--- config.mk ---
export PLATFORM = sky130hd
export DESIGN_NAME = float_multiply_rounded_top
export DESIGN_NICKNAME = d
export VERILOG_FILES = /design/src/rtl/fmr_pkg.sv /design/src/rtl/fmr_unpack.sv /design/src/rtl/fmr_mult.sv /design/src/rtl/fmr_round.sv /design/src/rtl/float_multiply_rounded_top.sv
export SDC_FILE = /design/constraint.sdc
export NUM_CORES = 2
export LEC_CHECK = 0
export ABC_CLOCK_PERIOD_IN_PS = 14700
export BUFFER_PORTS_ARGS = -buffer_cell sky130_fd_sc_hd__buf_2
export CORE_UTILIZATION = 29
export DETAILED_ROUTE_END_ITERATION = 8
export GPL_TIMING_DRIVEN = 1
export HOLD_SLACK_MARGIN = 0.15
export SYNTH_ARGS = -nofsm -noshare
export SYNTH_HDL_FRONTEND = slang
export SYNTH_SLANG_ARGS = --single-unit
--- constraint.sdc ---
create_clock -name clock -period 14.7 [get_ports clock]
set_input_delay 0 -clock clock [delete_from_list [all_inputs] [get_ports clock]]
set_output_delay 0 -clock clock [all_outputs]
set_load 0.02 [all_outputs]
--- src/rtl/fmr_pkg.sv ---
// Package for the rounded float multiplier: shared types and constants.
// No dependencies.
`default_nettype none
package fmr_pkg;
   localparam int unsigned SGL_MB = 23;
   localparam int unsigned HLF_MB = 10;

   typedef enum logic [1:0] {
      RND_ZERO = 2'd0,
      RND_NEAR = 2'd1,
      RND_POS  = 2'd2,
      RND_NEG  = 2'd3
   } rnd_type;

   localparam logic CSR_FORMAT   = 1'b0;
   localparam logic CSR_ROUNDING = 1'b1;

   // operands unpacked in stage 1
   typedef struct packed {
      logic          half;
      rnd_type       rnd;
      logic          special;
      logic [31:0]   special_res;
      logic          sign;
      logic [23:0]   ma;
      logic [23:0]   mb;
      logic signed [9:0] base;   // weight of product lsb
   } unp_type;

   // after product
   typedef struct packed {
      logic          half;
      rnd_type       rnd;
      logic          special;
      logic [31:0]   special_res;
      logic          sign;
      logic [47:0]   p;
      logic signed [9:0] base;
   } prd_type;
endpackage
`default_nettype wire

--- src/rtl/fmr_unpack.sv ---
// Stage 1: classify operands, build significands and exponent base.
// Depends on fmr_pkg.
`default_nettype none
module fmr_unpack (
   input  wire logic          clock,
   input  wire logic          enable,
   input  wire logic          half,
   input  wire fmr_pkg::rnd_type rnd,
   input  wire logic [31:0]   operand_a,
   input  wire logic [31:0]   operand_b,
   output fmr_pkg::unp_type   unp_ff
);
   import fmr_pkg::*;
   unp_type unp_in;
   logic [7:0] ea, eb, emask;
   logic [22:0] fa, fb;
   logic sa, sb;
   logic a_nan, b_nan, a_inf, b_inf, a_zero, b_zero;
   logic signed [9:0] xa, xb, bias;
   logic [31:0] qbit, emsk_sh, sm;

   always_comb begin
      if (half) begin
         ea = {3'd0, operand_a[14:10]};
         eb = {3'd0, operand_b[14:10]};
         fa = {13'd0, operand_a[9:0]};
         fb = {13'd0, operand_b[9:0]};
         sa = operand_a[15];
         sb = operand_b[15];
         emask = 8'h1f;
         bias = 10'sd15;
         qbit = 32'h200;
         emsk_sh = 32'h7c00;
         sm = 32'h8000;
      end else begin
         ea = operand_a[30:23];
         eb = operand_b[30:23];
         fa = operand_a[22:0];
         fb = operand_b[22:0];
         sa = operand_a[31];
         sb = operand_b[31];
         emask = 8'hff;
         bias = 10'sd127;
         qbit = 32'h400000;
         emsk_sh = 32'h7f800000;
         sm = 32'h80000000;
      end
      a_nan = (ea == emask) && (fa != '0);
      b_nan = (eb == emask) && (fb != '0);
      a_inf = (ea == emask) && (fa == '0);
      b_inf = (eb == emask) && (fb == '0);
      a_zero = (ea == '0) && (fa == '0);
      b_zero = (eb == '0) && (fb == '0);
      unp_in.half = half;
      unp_in.rnd = rnd;
      unp_in.sign = sa ^ sb;
      unp_in.special = 1'b1;
      if (a_nan)
         unp_in.special_res = (half ? {16'd0, operand_a[15:0]} : operand_a) | emsk_sh | qbit;
      else if (b_nan)
         unp_in.special_res = (half ? {16'd0, operand_b[15:0]} : operand_b) | emsk_sh | qbit;
      else if ((a_inf && b_zero) || (b_inf && a_zero))
         unp_in.special_res = sm | emsk_sh | qbit;
      else if (a_inf || b_inf)
         unp_in.special_res = (unp_in.sign ? sm : 32'd0) | emsk_sh;
      else begin
         unp_in.special_res = unp_in.sign ? sm : 32'd0;
         unp_in.special = a_zero || b_zero;
      end
      if (half) begin
         unp_in.ma = {13'd0, (ea != '0), fa[9:0]};
         unp_in.mb = {13'd0, (eb != '0), fb[9:0]};
      end else begin
         unp_in.ma = {(ea != '0), fa};
         unp_in.mb = {(eb != '0), fb};
      end
      xa = (ea != '0) ? ($signed({2'd0, ea}) - bias) : (10'sd1 - bias);
      xb = (eb != '0) ? ($signed({2'd0, eb}) - bias) : (10'sd1 - bias);
      unp_in.base = xa + xb - (half ? 10'sd20 : 10'sd46);
   end

   always_ff @(posedge clock) begin
      if (enable) unp_ff <= unp_in;
   end
endmodule
`default_nettype wire

--- src/rtl/fmr_mult.sv ---
// Stage 2: 24x24 significand product.
// Depends on fmr_pkg.
`default_nettype none
module fmr_mult (
   input  wire logic        clock,
   input  wire logic        enable,
   input  wire fmr_pkg::unp_type unp,
   output fmr_pkg::prd_type prd_ff
);
   import fmr_pkg::*;
   prd_type prd_in;
   always_comb begin
      prd_in.half = unp.half;
      prd_in.rnd = unp.rnd;
      prd_in.special = unp.special;
      prd_in.special_res = unp.special_res;
      prd_in.sign = unp.sign;
      prd_in.base = unp.base;
      prd_in.p = unp.ma * unp.mb;
   end
   always_ff @(posedge clock) begin
      if (enable) prd_ff <= prd_in;
   end
endmodule
`default_nettype wire

--- src/rtl/fmr_round.sv ---
// Stages 3 and 4: normalize with guard and sticky, round, pack.
// Depends on fmr_pkg.
`default_nettype none
module fmr_round (
   input  wire logic        clock,
   input  wire logic        enable,
   input  wire fmr_pkg::prd_type prd,
   output logic [31:0]      res_ff
);
   import fmr_pkg::*;
   // stage 3: leading one and shift
   logic [5:0]  lz;
   logic signed [10:0] e, er, sh, emin;
   logic [47:0] q;
   logic g, st;
   logic [47:0] lowmask;
   logic [24:0] q_in, q_ff;
   logic g_in, g_ff, st_in, st_ff;
   logic signed [10:0] er_ff;
   logic half_ff, sign_ff, special_ff;
   rnd_type rnd_ff;
   logic [31:0] sres_ff;

   always_comb begin
      lz = 6'd0;
      for (int i = 0; i < 48; i++)
         if (prd.p[i]) lz = 6'(i);
      e = 11'(prd.base) + $signed({5'd0, lz});
      emin = prd.half ? -11'sd14 : -11'sd126;
      er = (e > emin) ? e : emin;
      sh = er - (prd.half ? 11'sd10 : 11'sd23) - 11'(prd.base);
      q = '0; g = 1'b0; st = 1'b0; lowmask = '0;
      if (sh <= 0)
         q = prd.p << 6'(-sh);
      else if (sh > 11'sd48)
         st = (prd.p != '0);
      else begin
         // a shift of 48 still has the top product bit as guard
         q = prd.p >> 6'(sh);
         g = prd.p[6'(sh - 1)];
         lowmask = (48'd1 << 6'(sh - 1)) - 48'd1;
         st = (prd.p & lowmask) != '0;
      end
      q_in = q[24:0];
      g_in = g;
      st_in = st;
   end

   always_ff @(posedge clock) begin
      if (enable) begin
         q_ff <= q_in; g_ff <= g_in; st_ff <= st_in; er_ff <= er;
         half_ff <= prd.half; sign_ff <= prd.sign; special_ff <= prd.special;
         rnd_ff <= prd.rnd; sres_ff <= prd.special_res;
      end
   end

   // stage 4: round and pack
   logic inc, to_inf, nrm;
   logic [24:0] qr;
   logic signed [10:0] ef, be;
   logic [31:0] res_in, sm;
   always_comb begin
      case (rnd_ff)
         RND_NEAR: inc = g_ff && (st_ff || q_ff[0]);
         RND_POS:  inc = !sign_ff && (g_ff || st_ff);
         RND_NEG:  inc = sign_ff && (g_ff || st_ff);
         default:  inc = 1'b0;
      endcase
      qr = q_ff + 25'(inc);
      ef = er_ff;
      if (half_ff ? qr[11] : qr[24]) begin
         qr = qr >> 1;
         ef = ef + 11'sd1;
      end
      be = ef + (half_ff ? 11'sd15 : 11'sd127);
      nrm = half_ff ? qr[10] : qr[23];
      to_inf = (rnd_ff == RND_NEAR) || (rnd_ff == RND_POS && !sign_ff) ||
               (rnd_ff == RND_NEG && sign_ff);
      sm = half_ff ? 32'h8000 : 32'h80000000;
      if (special_ff)
         res_in = sres_ff;
      else if (be >= (half_ff ? 11'sd31 : 11'sd255)) begin
         if (to_inf) res_in = (sign_ff ? sm : 32'd0) | (half_ff ? 32'h7c00 : 32'h7f800000);
         else res_in = (sign_ff ? sm : 32'd0) | (half_ff ? 32'h7bff : 32'h7f7fffff);
      end else if (half_ff)
         res_in = (sign_ff ? sm : 32'd0) | {17'd0, (nrm ? be[4:0] : 5'd0), qr[9:0]};
      else
         res_in = (sign_ff ? sm : 32'd0) | {1'b0, (nrm ? be[7:0] : 8'd0), qr[22:0]};
   end

   always_ff @(posedge clock) begin
      if (enable) res_ff <= res_in;
   end
endmodule
`default_nettype wire

--- src/rtl/float_multiply_rounded_top.sv ---
// Rounded IEEE multiplier, single or half format, four-stage pipeline.
// Four register stages: unpack, product, normalize, round and pack; rsp_tvalid is vld_ff[3].
// Throughput: one item per cycle;
// the whole pipe advances unless rsp is stalled.
// Reset (synchronous): clears all valid bits, format to single, rounding to nearest even.
// Depends on fmr_pkg, fmr_unpack, fmr_mult, fmr_round.
`default_nettype none
module float_multiply_rounded_top (
   input  wire logic        clock,
   input  wire logic        reset,
   input  wire logic        req_tvalid,
   output logic             req_tready,
   input  wire logic [63:0] req_tdata,   // operand_a [31:0], operand_b [63:32]
   output logic             rsp_tvalid,
   input  wire logic        rsp_tready,
   output logic [31:0]      rsp_tdata,   // product [31:0]
   input  wire logic        csr_valid,
   output logic             csr_ready,
   input  wire logic        csr_index,
   input  wire logic [1:0]  csr_data
);
   import fmr_pkg::*;
   logic fmt_ff;
   rnd_type rnd_ff;
   logic [3:0] vld_ff, vld_in;
   logic adv;
   unp_type unp;
   prd_type prd;

   assign adv = !vld_ff[3] || rsp_tready;
   assign req_tready = adv;
   assign csr_ready = 1'b1;
   assign rsp_tvalid = vld_ff[3];
   assign vld_in = {vld_ff[2:0], req_tvalid};

   always_ff @(posedge clock) begin
      if (reset) begin
         vld_ff <= '0;
         fmt_ff <= 1'b0;
         rnd_ff <= RND_NEAR;
      end else begin
         if (adv) vld_ff <= vld_in;
         if (csr_valid) begin
            if (csr_index == CSR_FORMAT) fmt_ff <= csr_data[0];
            else rnd_ff <= rnd_type'(csr_data);
         end
      end
   end

   fmr_unpack u_unpack (.clock(clock), .enable(adv), .half(fmt_ff), .rnd(rnd_ff),
      .operand_a(req_tdata[31:0]), .operand_b(req_tdata[63:32]), .unp_ff(unp));
   fmr_mult u_mult (.clock(clock), .enable(adv), .unp(unp), .prd_ff(prd));
   fmr_round u_round (.clock(clock), .enable(adv), .prd(prd), .res_ff(rsp_tdata));
endmodule
`default_nettype wire
# Word-level counts from Yosys, hierarchy flattened
# Index checks and enable logic that the tools add are counted.
[classes] n_reduce_logical=37 n_eq_ne=5 mul=1 mux=95 n_shift=3 order_cmp=5 add_sub_neg=14 n_bitwise=14
[op_table] operator="two-way mux 32 bit" count=14
[op_table] operator="two-way mux 6 bit" count=47
[op_table] operator="OR 32 x 31 -> 32 bit" count=5
[op_table] operator="OR 32 x 23 -> 32 bit" count=3
[op_table] operator="nonzero test 48 bit" count=2
[op_table] operator="two-way mux 31 bit" count=3
[op_table] operator="two-way mux 23 bit" count=3
[op_table] operator="OR 32 bit" count=2
[op_table] operator="two-way mux 25 bit" count=2
[op_table] operator="bitwise AND 48 bit" count=1
[op_table] operator="multiplier 24 x 24 -> 48 bit" count=1
[op_table] operator="left shift 1 x 6 -> 48 bit (first input constant)" count=1
[op_table] operator="left shift 48 x 6 -> 25 bit" count=1
[op_table] operator="right shift 48 x 6 -> 25 bit" count=1
[op_table] operator="subtractor 48 x 1 -> 48 bit (second input constant)" count=1
[op_table] operator="zero test 23 bit" count=2
[op_table] operator="nonzero test 23 bit" count=2
[op_table] operator="two-way mux 8 bit" count=5
[op_table] operator="two-way mux 35 bit" count=1
[op_table] operator="OR 32 x 15 -> 32 bit" count=1
[op_table] operator="adder 25 x 1 -> 25 bit" count=1
[op_table] operator="two-way mux 24 bit" count=1
[op_table] operator="two-way mux 11 bit" count=2
[op_table] operator="two-way mux 7 bit" count=3
[op_table] operator="other kinds (34)" count=69
[word_totals] out_inout_bits=35 input_bits=72 regBits=304

# Logic depth before layout (Yosys ltp)
[logic_depth] ltp_word=58 depth_mapped=56 ltp_nobuf=53

# By module
# From an unflattened synthesis, not the netlist that was laid out.
[unflattened] cells_unflattened=4337 area_unflattened_um2=40946.8
[modules_own_cells] mod="fmr_mult" cells_per_inst=2283 n_inst=1 area_per_inst_um2=21949.8
[modules_own_cells] mod="fmr_round" cells_per_inst=1617 n_inst=1 area_per_inst_um2=13651.8
[modules_own_cells] mod="fmr_unpack" cells_per_inst=408 n_inst=1 area_per_inst_um2=5038.6
[modules_own_cells] mod="float_multiply_rounded_top" cells_per_inst=29 n_inst=1 area_per_inst_um2=306.5

# Least setup slack after synthesis
# No wires, ideal clock.
[synth_timing] kind="reg2reg" start="register u_mult.prd_ff[12] (netlist bit)" end="register u_round.st_ff (data pin)" synth_period_minus_slack_ns=10.872 setup_time_ns=0.259 path_buffers=6 stages_incl_launch_ff=53 path_slack_ns=3.828 t_arrival_ns=10.613 required_ns=14.441 cell_sequence="edfxtp_1 -> nor2_1 -> o31ai_1 -> a211oi_1 -> nor3_1 -> nor3_1 -> nor3_1 -> o31a_1 -> o31ai_1 -> a211oi_1 -> nor3_1 -> nor3_1 -> nor3_1 -> o31ai_1 -> a21boi_0 -> o31ai_1 -> inv_1 -> fa_1 -> [... 17 more ...] -> clkbuf_1 -> ha_1 -> nand2_1 -> nand2_1 -> a311oi_1 -> nand2_1 -> nor2_1 -> nand2_1 -> ha_1 -> clkinv_1 -> a31o_2 -> o32a_1 -> a21boi_2 -> or3b_4 -> nor3_4 -> mux2i_1 -> a211o_1 -> o31a_1"
[synth_via] elab_chain_cells=57
[synth_lines] element="start, declared" line_no="fmr_mult.sv:8" text="output fmr_pkg::prd_type prd_ff"
[synth_lines] element="start signal, assigned" line_no="fmr_mult.sv:22" text="if (enable) prd_ff <= prd_in;"
[synth_lines] element="two-way mux 6 bit (46 in series)" line_no="fmr_round.sv:27" text="if (prd.p[i]) lz = 6'(i);"
[synth_lines] element="adder 10 x 7 -> 11 bit" line_no="fmr_round.sv:28" text="e = 11'(prd.base) + $signed({5'd0, lz});"
[synth_lines] element="greater-than comparator 11 bit" line_no="fmr_round.sv:30" text="er = (e > emin) ? e : emin;"
[synth_lines] element="two-way mux 11 bit" line_no="fmr_round.sv:30"
[synth_lines] element="subtractor 11 bit" line_no="fmr_round.sv:31" text="sh = er - (prd.half ? 11'sd10 : 11'sd23) - 11'(prd.base);"
[synth_lines] element="subtractor 11 x 10 -> 11 bit" line_no="fmr_round.sv:31"
[synth_lines] element="subtractor 6 x 2 -> 6 bit" line_no="fmr_round.sv:41" text="lowmask = (48'd1 << 6'(sh - 1)) - 48'd1;"
[synth_lines] element="left shift 1 x 6 -> 48 bit" line_no="fmr_round.sv:41"
[synth_lines] element="subtractor 48 x 1 -> 48 bit" line_no="fmr_round.sv:41"
[synth_lines] element="bitwise AND 48 bit" line_no="fmr_round.sv:42" text="st = (prd.p & lowmask) != '0;"
[synth_lines] element="nonzero test 48 bit" line_no="fmr_round.sv:42"
[synth_lines] element="two-way mux 1 bit" line_no="fmr_round.sv:35" text="else if (sh > 11'sd48)"
[synth_lines] element="end signal, assigned" line_no="fmr_round.sv:51" text="q_ff <= q_in; g_ff <= g_in; st_ff <= st_in; er_ff <= er;"
[synth_lines] element="end, declared" line_no="fmr_round.sv:18" text="logic g_in, g_ff, st_in, st_ff;"
# Several ways; a longest one is shown, not always the timed one.
# A chain may end at the register's enable or synchronous reset.

# Worst setup path after layout
[layout_timing] start="register u_mult.prd_ff[13] (netlist bit)" end="register u_round.st_ff (data pin)"
[layout_via] elab_chain_cells=56
[layout_lines] element="two-way mux 6 bit (45 in series)" line_no="fmr_round.sv:27"
[layout_lines] element="adder 10 x 7 -> 11 bit" line_no="fmr_round.sv:28"
[layout_lines] element="greater-than comparator 11 bit" line_no="fmr_round.sv:30"
[layout_lines] element="two-way mux 11 bit" line_no="fmr_round.sv:30"
[layout_lines] element="subtractor 11 bit" line_no="fmr_round.sv:31"
[layout_lines] element="subtractor 11 x 10 -> 11 bit" line_no="fmr_round.sv:31"
[layout_lines] element="subtractor 6 x 2 -> 6 bit" line_no="fmr_round.sv:41"
[layout_lines] element="left shift 1 x 6 -> 48 bit" line_no="fmr_round.sv:41"
[layout_lines] element="subtractor 48 x 1 -> 48 bit" line_no="fmr_round.sv:41"
[layout_lines] element="bitwise AND 48 bit" line_no="fmr_round.sv:42"
[layout_lines] element="nonzero test 48 bit" line_no="fmr_round.sv:42"
[layout_lines] element="two-way mux 1 bit" line_no="fmr_round.sv:35"
# Several ways; a longest one is shown, not always the timed one.

==> results.md <==
| Result | Value | Unit |
| --- | --- | --- |
| Syn Nets | 5059 | - |
| Cell count after synthesis | 4261 | - |
| Vias in the first global route | 32340 | - |
| Number of flops mapped to enable cells by yosys | 297 | - |
| Total Nets Final | 5079 | - |
| Final worst path period share | 88.17 | % |
| Count leader, synth | sky130_fd_sc_hd__nand2_1 | - |
| Clock tree from TritonCTS | yes | - |
| Final HPWL DP | 98.20 | mm |
| TritonCTS Buffers | 35 | - |
| Starting density of the core | 29.27 | % |
| Setup repair after global routing missed its margin | no | - |
| Total I/O pin count | 107 | - |
| Pin count of the biggest net entering global routing | 80 | - |
| Sequential element share of the synthesized area | 22.81 | % |
| Setup WS post-layout | 1.739 | ns |
| Global-route congestion overflow total | 0 | - |
| Maximum buffer depth of the clock tree | 3 | - |
| Utilization after layout | 32.30 | % |
| Final TNS setup | 0 | ns |
| Crit-path slowest cell | sky130_fd_sc_hd__o31ai_1 | - |
| Required time at the endpoint of the critical path | 15.03 | ns |
| H-tree lvl count | 2 | - |
| Library cell occupying the most area in the post-synthesis netlist | sky130_fd_sc_hd__fa_1 | - |
| Flip-flop cell with the highest count after synthesis | sky130_fd_sc_hd__edfxtp_1 | - |
| Cell with the most instances on the worst path | sky130_fd_sc_hd__nor3_1 | - |
| Number of buffer cells added on primary ports | 105 | - |
| Drt via density | 5.208 | - |
| Shortest period the worst path allows | 12.96 | ns |
| Wire length per cell after detailed routing | 20.84 | um |
| Antenna violations before repair | 9 | - |
| Headroom to the max-slew limit | 15.60 | % |
| GRT Overall Usage | 18.38 | % |
| Core ar. | 135600 | um2 |
| Number of pins with negative max-slew slack in the final report | 0 | - |
| Status | completed | - |
| Worst-Margin Slew | 1.256 | ns |
| Worst hold-check path type | in2reg | - |
| Placement-stage worst setup slack | 1.969 | ns |
| Clock insertion delay at the later pin of the skew report | 0.58 | ns |
| Cells resized by post-CTS repair | 0 | - |
| Distinct cell type count after synthesis | 102 | - |
| Type of origin of the critical path | flip-flop | - |
| Area of the die | 138400 | um2 |
| Maximum clock frequency | 77.16 | MHz |
| Ys async rst share | 0 | % |
| Total of warnings raised by yosys | 0 | - |
| First DRT Iteration DRCs | 2512 | - |
| Seq cells post-synth | 304 | - |
| Buffer type at the clock tree root | sky130_fd_sc_hd__clkbuf_16 | - |
| Most common library cells after synthesis | 637 x sky130_fd_sc_hd__nand2_1, 601 x sky130_fd_sc_hd__inv_1, 492 x sky130_fd_sc_hd__fa_1, 297 x sky130_fd_sc_hd__edfxtp_1, 234 x sky130_fd_sc_hd__ha_1 | - |
| Worst EP arrival | 13.29 | ns |
| Number of search-and-repair iterations in the first detailed-routing pass | 6 | - |
| Horiz. Die Dim | 372.0 | um |
| Post-synthesis cell area | 39710 | um2 |
| Cts hold-fix bufs | 64 | - |
| Critical path endpoint category | flip-flop | - |
| Share of final-layout standard cells stronger than drive strength 1 | 8.475 | % |
| Vias after detailed routing | 31730 | - |
| Height of the die | 372.0 | um |
| DRT antenna net count | 0 | - |
| Detailed-route DRC error count | 0 | - |
| Final hold slack | 0.2075 | ns |
| Post-detailed-routing wire length | 127.0 | mm |
| CTS clock-pin slew for the worst setup and hold paths | 0.08 | ns |
| Standard-cell rows | 135 | - |
| Mean Syn Cell Area | 9.319 | um2 |
| Wire length of the first global-routing pass | 194.7 | mm |
| Buffers inserted by post-CTS timing repair | 0 | - |
| Number of hold violations in the final report | 0 | - |
| Share of the synthesized area in the top cell type | 24.81 | % |
| Area growth, synth to finish | 10.34 | % |
| Delay contributed by the slowest stage of the critical path | 0.73 | ns |
| Skew final | 0.04148 | ns |
| Top cells by area, synth | sky130_fd_sc_hd__fa_1 25%, sky130_fd_sc_hd__edfxtp_1 22%, sky130_fd_sc_hd__ha_1 7.4%, sky130_fd_sc_hd__nand2_1 6.0%, sky130_fd_sc_hd__inv_1 5.7% | - |
| Placer congestion estimate | 0.9674 | - |
| Total number of clock tree sinks | 304 | - |
| Reported max-cap violation count | 0 | - |
| Filler cell count in the final layout | 14010 | - |
| Crit-path max FO | 40 | - |
| Crit Path Category | reg2reg | - |
| Final setup violation count | 0 | - |
[final timing paths]
path                                     startpoint             endpoint  slack, ns  cells past startpoint
worst max-delay path              u_mult.prd_ff[13]        u_round.st_ff       1.74                     50
worst min register to register  u_unpack.unp_ff[94]    u_mult.prd_ff[94]       0.41                      0
worst max register to register    u_mult.prd_ff[13]        u_round.st_ff       1.74                     50
worst min-delay path                  req_tdata[39]  u_unpack.unp_ff[17]       0.21                      2
[routing by layer]
layer  wire length, um  track usage [%]  vias to the layer above
met3              9331            2.810                      221
li1                  -                -                    14260
met5                11                0                        -
met4              4853            6.928                        2
met2             58970            29.68                     1218
met1             53840            24.72                    16030
[worst max-delay path, delay by kind of cell, from the launching register on]
| kind | cells | cell delay (ns) |
|---|---|---|
| AND/OR/NAND/NOR | 17 | 3.99 |
| XOR/XNOR | 2 | 0.36 |
| AO/OA/AOI/OAI | 20 | 4.84 |
| adder cells (fa/ha/maj) | 5 | 1.89 |
| multiplexers | 1 | 0.24 |
| flip-flops | 1 | 0.66 |
| buffers and inverters | 5 | 0.74 |
[cell type report]
class                      count  area, um2  area share [%]
multi-input combinational   3086      27420           62.58
timing repair buffer         248       1759           4.015
clock buffer                  38      887.1           2.025
antenna                        5      12.51         0.02856
tap                         1781       2228           5.086
sequential                   304       9062           20.69
clock inverter                25      168.9          0.3855
inverter                     606       2275           5.192
[state kept, by name, summed over array words and instances (netlist names), 2 cells and up]
name / flops
u_round.res_ff: 32
u_round.rnd_ff: 2
rnd_ff: 2
u_round.er_ff: 11
vld_ff: 4
u_mult.prd_ff: 95
u_round.q_ff: 25
u_round.sres_ff: 32
u_unpack.unp_ff: 95
[metrics by stage]
stage | instances | cell area (um2)
4_1_cts | 6088 | 43800
3_3_place_gp | 5961 | 42100
3_5_place_dp | 5961 | 42100
2_1_floorplan | 4261 | 39710
5_1_grt | 6092 | 43810
6_report | 6093 | 43810
[cells by family after synthesis]
kind of cell	count (synthesis)	synth area share, %
simple gates	1389	16.39
buf+inv	871	8.341
fa+ha+maj	726	32.18
compound gates	677	11.39
flops	304	22.81
mux	174	6.160
xor+xnor	119	2.710
other cells	1	0.009444
[placed cells by master (no fill, tap or decap), types with 32 or more instances in the layout]
cell type / netlist / layout
sky130_fd_sc_hd__mux4_2: 55 / 55
sky130_fd_sc_hd__xnor2_1: 74 / 70
sky130_fd_sc_hd__dlygate4sd3_1: 0 / 64
sky130_fd_sc_hd__nand3_1: 81 / 81
sky130_fd_sc_hd__nor2_1: 206 / 205
sky130_fd_sc_hd__nor2b_1: 46 / 46
sky130_fd_sc_hd__xor2_1: 42 / 41
sky130_fd_sc_hd__nor3_1: 64 / 64
sky130_fd_sc_hd__buf_4: 3 / 79
sky130_fd_sc_hd__edfxtp_1: 297 / 297
sky130_fd_sc_hd__buf_2: 11 / 105
sky130_fd_sc_hd__inv_1: 601 / 601
sky130_fd_sc_hd__o22ai_1: 32 / 32
sky130_fd_sc_hd__ha_1: 234 / 234
sky130_fd_sc_hd__o21ai_0: 115 / 115
sky130_fd_sc_hd__a211oi_1: 34 / 34
sky130_fd_sc_hd__nand2_1: 637 / 636
sky130_fd_sc_hd__and2_1: 206 / 206
sky130_fd_sc_hd__fa_1: 492 / 490
sky130_fd_sc_hd__clkbuf_16: 0 / 35
sky130_fd_sc_hd__a31oi_1: 37 / 37
sky130_fd_sc_hd__a21oi_1: 186 / 186
sky130_fd_sc_hd__mux2i_1: 108 / 107
Power is not shown: default switching activity piles up to over one toggle a cycle in this logic, so the estimate is an artifact.
